### config.mk
export PLATFORM = sky130hd
export DESIGN_NAME = snstt_mac
export DESIGN_NICKNAME = d
export VERILOG_FILES = /design/src/hw/rtl/snstt_pkg.sv /design/src/hw/rtl/snstt_mac.sv
export SDC_FILE = /design/constraint.sdc
export NUM_CORES = 2
export LEC_CHECK = 0
export BUFFER_PORTS_ARGS = -buffer_cell sky130_fd_sc_hd__buf_4
export CAP_MARGIN = 20
export CORE_ASPECT_RATIO = 1.1
export CORE_UTILIZATION = 55
export DETAILED_ROUTE_END_ITERATION = 8
export MAX_ROUTING_LAYER = met4
export PLACE_DENSITY_LB_ADDON = 0.25
export RECOVER_POWER = 25
export SLEW_MARGIN = 10
export SYNTH_ARGS = -nofsm -noshare
export SYNTH_HDL_FRONTEND = slang
export SYNTH_SLANG_ARGS = --single-unit
### constraint.sdc
create_clock -name clk -period 8.9 [get_ports clk]
set_input_delay 0.89 -clock clk [delete_from_list [all_inputs] [get_ports clk]]
set_output_delay 0.89 -clock clk [all_outputs]
set_load 0.03 [all_outputs]
### src/hw/rtl/snstt_pkg.sv
// Package for the strip-to-triangle block: op codes, fixed-point constants
// and the shared-unit command type. Depends on nothing.
package snstt_pkg;
	localparam logic [2:0] OP_POINT = 3'd0;
	localparam logic [2:0] OP_UPART = 3'd1;
	localparam logic [2:0] OP_VPART = 3'd2;
	localparam logic [2:0] OP_TEX   = 3'd3;
	localparam logic [2:0] OP_START = 3'd4;
	localparam logic [2:0] OP_SWAP  = 3'd5;

	localparam logic signed [31:0] ONE_Q16 = 32'sd65536;

	// Commands for the shared arithmetic unit.
	localparam logic [1:0] ALU_MUL  = 2'd0; // acc <= a*b
	localparam logic [1:0] ALU_MSUB = 2'd1; // acc <= acc - a*b
	localparam logic [1:0] ALU_MADD = 2'd2; // acc <= acc + a*b (unsigned squares)

	typedef struct packed {
		logic              go;
		logic [1:0]        cmd;
		logic signed [32:0] a;
		logic signed [32:0] b;
	} alu_req_t;
endpackage

### src/hw/rtl/snstt_mac.sv
// Shared multiply-accumulate unit of the strip-to-triangle block.
// Depends on snstt_pkg. One 33x33 signed multiply per cycle into a 66-bit accumulator.
module snstt_mac (
	input  logic                clk,
	input  snstt_pkg::alu_req_t req,
	output logic signed [65:0]  acc
);
	import snstt_pkg::*;
	logic signed [65:0] prod_s1;
	logic [1:0]         cmd_s1;
	logic               go_s1;
	logic signed [65:0] acc_q;

	always_ff @(posedge clk) begin
		prod_s1 <= req.a * req.b;
		cmd_s1  <= req.cmd;
		go_s1   <= req.go;
		if (go_s1) begin
			case (cmd_s1)
				ALU_MUL:  acc_q <= prod_s1;
				ALU_MSUB: acc_q <= acc_q - prod_s1;
				ALU_MADD: acc_q <= acc_q + prod_s1;
				default:  acc_q <= acc_q;
			endcase
		end
	end
	assign acc = acc_q;
endmodule

==> impl_metrics.ini <==
[status]
violations = capacitance limit, slew limit
status = finished, violations left

[detailed_routing]
drc = 0
drt_iter0_markers = 2840
drt_pass1_iterations = 6
wl_per_cell_um = 20.26
routed_wl_um = 131300
ant_nets = 0
vias_per_cell = 5.576
vias = 36123

[grt]
grt.busiest_layer = met2
track_usage_pct = 31.48
grtUsageMet1_pct = 43.63
gr-usage-met3_pct = 6.266
grtUsageMet2_pct = 47.58
grt.overflow.total = 0
antenna_found_initial = 2
first_global_vias = 38517
grt_max_degree = 79
grt_pass1_wl_um = 211900

[final_layout]
layout_common_cells = inv_1 (1200), fa_1 (1146), nand2_1 (681)
utilization_pct = 58.71
syn2layout_area_growth_pct = 5.224
fill_cells = 7646
drive_gt1_share_pct = 5.129
final_nets = 6811
layout_commonest_cell = inv_1
multi_input_area_mm2 = 0.03945
ff_latch_area_mm2 = 0.003363

[synthesis]
postSynthAreaPerCell_um2 = 9.035
synth_nets = 6853
synth_flop_cell = dfxtp_1
ys_async_sr_fraction_pct = 0
synth-simple-area-share_pct = 15.98
synth_top_family_by_area = adder cells
yosysWarnings = 0
synth_compound_area_share_pct = 7.059
ys_seq_area_share_pct = 6.955
synth_edf_count = 66
synth_xor_area_share_pct = 3.514
ys_types = 87
synthMuxAreaShare_pct = 0.1630
synthAdderAreaFrac_pct = 54.82
syn_area_mm2 = 0.04836
postSynthCellCount = 5352
ys_seq_elements = 135

[cts]
clkLatencyLatePin_ps = 440
clkTransAtPathRegs_ps = 60
cts.sinks = 135
cts_tree = built
htreeDepth = 4
cts_buffer_depth = 2
postCtsSetupBuffers = 0
cts_root_buf = clkbuf_16
ctsResizeCount = 0
holdBufCountCts = 0
cts_buffers = 17

[floorplan]
dieArea_mm2 = 0.08911
core_mm2 = 0.08667
dieWidth_um = 284.7
rows = 113
fp.dieH_um = 313.0
ios = 136
start_util_pct = 55.79

[setup_path]
r2r_cells = 16
reg2reg_to = acc[60]
reg2reg_slack_ps = 2620
slowest_stage = fa_1
cp_slowest_stage_delay_ps = 620
critical_path_depth = 25
crit_type = input pin to flip-flop
crit_path_end_kind = flip-flop
crit_buf_inv = 5
cp-start-kind = input pin
reg2reg_from = prod_s1[1]
crit_path_end = prod_s1[64]
cpMostUsedCell = fa_1
cp_data_arrival_time_ps = 8680
cp-startpoint = req[43]
cp_max_fo = 22
cp.required_ps = 9270
crit_family = adder cells

[min_path]
hold_class = flip-flop to flip-flop
hold_path_depth = 2

[sta]
skew_ps = 11.06
setup_violations = 0
hold_viol_final = 0
rsz0062_at_grt = no
fin_tns_setup_ps = 0
period_share_pct = 93.37
drv_slew = 67
maxSlewHeadroom_pct = -166.6
max_freq_ghz = 0.1203
worst_slew_pin_slew_ps = 4000
period_needed_ps = 8310

[job]
maxCapViolCount = 1

[placed_design]
place_congestion = 0.9756
hpwl_um = 107600
port_buffers = 135
==> worst reg2reg max path: stages, from the launching register on <==
cell and delay (ps):
dfxtp_1 340, or4_1 580, nor4_2 470, inv_1 170, nor4_1 570, a21oi_1 170, xor2_1 210, ha_1 470
and3_1 290, nand4_1 220, a311oi_1 620, o211ai_1 370, o41ai_1 650, a21oi_1 210, o21ai_1 330, mux2_2 380
nor2_1 90
==> per-layer routing <==
layer  up-vias  wire length, um  part of all wire (%)
met5         -                0                     0
met4         0             3429                   2.6
met3       236            12250                   9.3
met2      1676            58370                    44
met1     18330            57210                    44
li1      15881                -                     -
==> flip-flops by register name, indices dropped and copies added (netlist names) <==
name and count:
prod_s1 66, cmd_s1 2, go_s1 1, acc 66
==> cells by family (layout without fill, tap and decap cells) <==
kind of cell,after synthesis,in the layout
AND/OR/NAND/NOR,1570,1570
buffers and inverters,1471,1442
adder cells (fa/ha/maj),1431,1431
AO/OA/AOI/OAI,544,544
XOR/XNOR,194,194
flip-flops,135,135
multiplexers,7,7
other,0,5
==> stage by stage <==
step	instance area [um2]	hold slack (ps)	setup slack [ps]	std cells
final	50880	539.3	590.1	6478
after global placement	50310	520.6	349.4	6440
after CTS	50860	519.3	642.1	6472
after global routing	50880	552.8	277.6	6475
after detailed placement	50310	531.3	144.3	6440
after floorplan	48360	503.5	708.2	5352
==> cells in the mapped netlist (12+ instances only) <==
library cell | count | area share (%)
inv_1 | 1200 | 9.3
fa_1 | 1146 | 47
nand2_1 | 681 | 5.3
and2_1 | 546 | 7.1
ha_1 | 285 | 7.4
clkbuf_1 | 240 | 1.9
a21oi_1 | 178 | 1.8
nor2_1 | 144 | 1.1
o21ai_0 | 135 | 1.4
xnor2_1 | 100 | 1.8
xor2_1 | 94 | 1.7
dfxtp_1 | 69 | 2.9
edfxtp_1 | 66 | 4.1
a21o_1 | 57 | 0.88
nand3_1 | 40 | 0.41
nor3_1 | 32 | 0.33
o21bai_1 | 24 | 0.37
nand4_1 | 23 | 0.30
a31oi_1 | 19 | 0.25
nand2b_1 | 19 | 0.25
and3_1 | 18 | 0.23
nor4_1 | 16 | 0.21
o21a_1 | 15 | 0.23
a211oi_1 | 14 | 0.22
buf_2 | 14 | 0.14
o211ai_1 | 12 | 0.19
or3_1 | 12 | 0.16
==> worst min path at each step <==
stage                startpoint         to  slack (ps)
finish              prod_s1[45]    acc[45]         540
CTS                     req[66]  cmd_s1[0]         520
global route            req[68]      go_s1         550
detailed placement  prod_s1[45]    acc[45]         530
global placement    prod_s1[45]    acc[45]         520
floorplan           prod_s1[45]    acc[45]         500
==> final cells by class <==
| type | instances | share of cell area, % |
|---|---|---|
| Sequential cell | 135 | 6.610 |
| Clock buffer | 19 | 0.8926 |
| Antenna cell | 5 | 0.02459 |
| Tap cell | 1150 | 2.828 |
| Clock inverter | 13 | 0.1893 |
| Inverter | 1203 | 8.875 |
| Timing Repair Buffer | 207 | 3.054 |
| Multi-Input combinational cell | 3746 | 77.53 |
Power is left out: the tool's default activity adds up to more than one toggle a clock period on the data nets, which glitch-free logic cannot reach.
